[src/hw/rtl/mpbdq_ram.sv]
// Simple dual-port synchronous RAM with registered read.
module mpbdq_ram #(
   parameter int WIDTH = 8,
   parameter int DEPTH = 256
) (
   input  logic                                      clock,
   input  logic                                      wr_en,
   input  logic [((DEPTH > 1) ? $clog2(DEPTH) : 1)-1:0] wr_addr,
   input  logic [WIDTH-1:0]                          wr_data,
   input  logic [((DEPTH > 1) ? $clog2(DEPTH) : 1)-1:0] rd_addr,
   output logic [WIDTH-1:0]                          rd_data
);

   logic [WIDTH-1:0] mem [DEPTH];
   logic [WIDTH-1:0] rd_data_ff;

   always_ff @(posedge clock) begin
      if (wr_en) begin
         mem[wr_addr] <= wr_data;
      end
      rd_data_ff <= mem[rd_addr];
   end

   assign rd_data = rd_data_ff;

endmodule

[config.mk]
export PLATFORM = sky130hd
export DESIGN_NAME = mpbdq_ram
export DESIGN_NICKNAME = d
export VERILOG_FILES = /design/src/hw/rtl/mpbdq_ram.sv
export SDC_FILE = /design/constraint.sdc
export NUM_CORES = 2
export LEC_CHECK = 0
export ABC_AREA = 0
export BUFFER_PORTS_ARGS = -buffer_cell sky130_fd_sc_hd__buf_2
export CORE_MARGIN = 3
export CORE_UTILIZATION = 61
export DETAILED_ROUTE_END_ITERATION = 6
export GPL_TIMING_DRIVEN = 0
export PLACE_DENSITY = 0.75
export SLEW_MARGIN = 10
export SYNTH_ARGS = -nofsm -noshare
export SYNTH_HDL_FRONTEND = slang
export SYNTH_SLANG_ARGS = --single-unit
export TNS_END_PERCENT = 10
[constraint.sdc]
create_clock -name clock -period 3.4 [get_ports clock]
set_clock_uncertainty 0.1 [all_clocks]
set_input_delay 0.68 -clock clock [delete_from_list [all_inputs] [get_ports clock]]
set_output_delay 0.68 -clock clock [all_outputs]
set_load 0.01 [all_outputs]
==> results.cfg <==
[sta]
min_period_ns = 3.88
layout_setup_ws_ns = -0.477
maxSlewViolCount = 11
timing.fmax_mhz = 258
maxSlewHeadroom_pct = -6.15
fin_crit_sh_pct = 114
worst_pin_slew_ns = 1.59
rsz0062_at_grt = yes
setup_tns_ns = -139.96
final_hold_viol_count = 0
setup_violations = 933

[floorplanning]
fp.dieW_um = 367
io_pins = 34
die-area_mm2 = 0.135
initial_core_util_pct = 61.9
rows = 131
die_h_um = 367
core_area_mm2 = 0.129

[critical_path]
path_delay_family = simple AND/OR/NAND/NOR gates
worst_ep_arrival_time_ns = 4.24
end_kind = flip-flop
cp_max_fo = 10
worst-setup-path-type = in -> reg
critical_path.slowest_cell = nor2_1
slowest_delay_ns = 0.82
crit_path_cell_trace = clkbuf_1, nor2_1, nand4_1, clkbuf_2, nor2_2
crit_buf_inv = 2
regToRegSetupSlack_ns = 0.51
critPathLaunchType = input port
required_ns = 3.76

[placement]
place_congestion = 1.01
port_buffers = 26
hpwlAfterDp_mm = 153
dp_slack_ns = -2.00

[layout]
drive_gt1_share_pct = 25.0
syn2layout_area_growth_pct = 12.2
final_common_cell = edfxtp_1
mostFrequentLayoutCells = 2,048 x edfxtp_1, 454 x mux4_2, 227 x nor2_1
fin_nets = 4000

[detailed_routing]
dr.pass1.iters = 6
route.detailed.drc = 0
drt-initial-drc-count = 7757
drt-total-wl_mm = 234
viasPerCell = 7.27
post_drt_wl_per_cell_um = 39.8
drt.antenna.violating_nets = 0
vias = 42700

[run_status]
status = finished, violations left
violations = max-capacitance violations, max-slew violations, negative setup slack

[global_routing]
track_usage_pct = 34.9
grt_pass1_vias = 41700
overflow = 0
grt_pass1_wl_mm = 323
antenna_found_initial = 15
grt_start_max_net_pins = 156

[power_and_ir_drop]
leakagePower_nw = 27.6
vdd_ir_drop_max_v = 0.000537
p_per_area_mw_per_mm2 = 589

[clock_tree]
cts_buffers = 197
cts_max_path_buffers = 3
root_buffer = clkbuf_16
clock_sinks = 2056
cts.reportedPaths.clkPinSlew_ns = 0.06
htree_levels = 4
clkLatencyLatePin_ns = 0.85
cts_tree = yes

[synth]
synth_enable_flop_cells = 2048
seq_area_frac_synth_pct = 77.5
postSynth.asyncResetShare_pct = 0
synth_cells = 3733
synth-seq-cells = 2056
ys_warn_count = 0
synth_area_per_cell_um2 = 21.3
synth_cell_types = 55
syn_area_mm2 = 0.0796
ys.flop_type = edfxtp_1
syn-num-nets = 3759

[min_path]
min_path_type = in -> reg

[run]
maxCapViolCount = 1
[metal layers]
layer  global-route usage [%]  part of all wire (%)
met5                    0.534                 0.056
met4                     19.6                   6.7
met3                     13.8                    15
met2                     50.1                    44
met1                     46.3                    33
[report_power, final]
group / internal, W / leakage [nW] / switching (W) / total, W
sequential: 0.0279 / 18.5 / 0.0000207 / 0.0280
clock: 0.0121 / 3.04 / 0.00944 / 0.0215
combinational: 0.000943 / 6.05 / 0.00212 / 0.00307
[state kept, by name, summed over array words and instances (netlist names)]
signal / flops
mem: 2048
rd_data: 8
[metrics by stage]
| stage | utilization [%] | area [µm²] | hold slack [ns] | total power [W] | instances |
|---|---|---|---|---|---|
| after floorplan | - | 79600 | 0.670 | 0.0299 | 3733 |
| after global placement | 63.7 | 81800 | 0.981 | 0.0313 | 5488 |
| after detailed placement | 64.1 | 82400 | 0.976 | 0.0314 | 5506 |
| after CTS | 69.3 | 89000 | 0.116 | 0.0524 | 5863 |
| after global routing | 69.4 | 89200 | 0.145 | 0.0535 | 5862 |
| final | 69.5 | 89300 | 0.137 | 0.0526 | 5873 |
[cell families (layout without fill, tap and decap cells)]
logic type	after synthesis	count (layout)	synth area share, %
other	0	11	0
AOI/OAI and AO/OA	385	385	3.42
DFF	2056	2056	77.5
buffers and inverters	235	635	1.83
and+or+nand+nor	466	466	2.63
muxes	591	591	14.6
[worst paths after layout]
check	end	cells past startpoint	from
worst max-delay path	mem[35][1]	5	wr_addr[3]
worst min-delay path	mem[207][0]	1	wr_data[0]
worst max register to register	rd_data[0]	6	mem[129][0]
worst min register to register	rd_data[5]	6	mem[32][5]
[cell type report]
class                   instances  area, µm²
inverters                       2       11.3
well taps                    1729       2160
clock inverters               106       1040
multi-input cells            1442      16900
diodes                         11       27.5
flip-flops and latches       2056      61700
clock buffers                 252       5240
repair buffers                 44        626
fillers                      7613      39300
plain buffers                 231       1580
[synthesized netlist by cell type (all sizes together) (2+ instances only)]
| master | n | area (µm²) |
|---|---|---|
| o22ai | 28 | 175 |
| a21oi | 96 | 480 |
| mux4 | 456 | 10300 |
| o21ai | 12 | 60.1 |
| nand2b | 8 | 50.1 |
| dfxtp | 8 | 160 |
| nor3 | 22 | 110 |
| a31oi | 2 | 12.5 |
| nor2 | 282 | 1060 |
| buf | 122 | 1030 |
| nand3 | 34 | 170 |
| nand4 | 10 | 62.6 |
| edfxtp | 2048 | 61500 |
| a311oi | 2 | 17.5 |
| or2 | 4 | 25.0 |
| nor4 | 27 | 188 |
| nor2b | 31 | 194 |
| mux2i | 134 | 1340 |
| and3b | 2 | 17.5 |
| o221ai | 47 | 418 |
| a211oi | 16 | 120 |
| nand3b | 2 | 15.0 |
| a2111oi | 5 | 52.6 |
| and2 | 6 | 37.5 |
| o22a | 5 | 43.8 |
| a22oi | 133 | 998 |
| nand2 | 33 | 124 |
| a22o | 8 | 70.1 |
| o211ai | 10 | 75.1 |
| a221oi | 14 | 129 |
| o32ai | 5 | 51.3 |
| clkbuf | 111 | 417 |
[what timing repair did]
action	4_1_cts	5_1_grt
endpoints found under the setup margin	27	431
endpoints found under the hold margin	0	0
setup buffers	0	0
gates resized for setup	89	85
hold buffers	0	0
[worst reg2reg max path, delay by kind of cell (launching register included)]
kind               cells  cell delay [ns]
muxes                  2             0.56
DFF                    1             0.32
and+or+nand+nor        3             0.97
AOI/OAI and AO/OA      1             0.75
(Power assumes the default switching activity.)
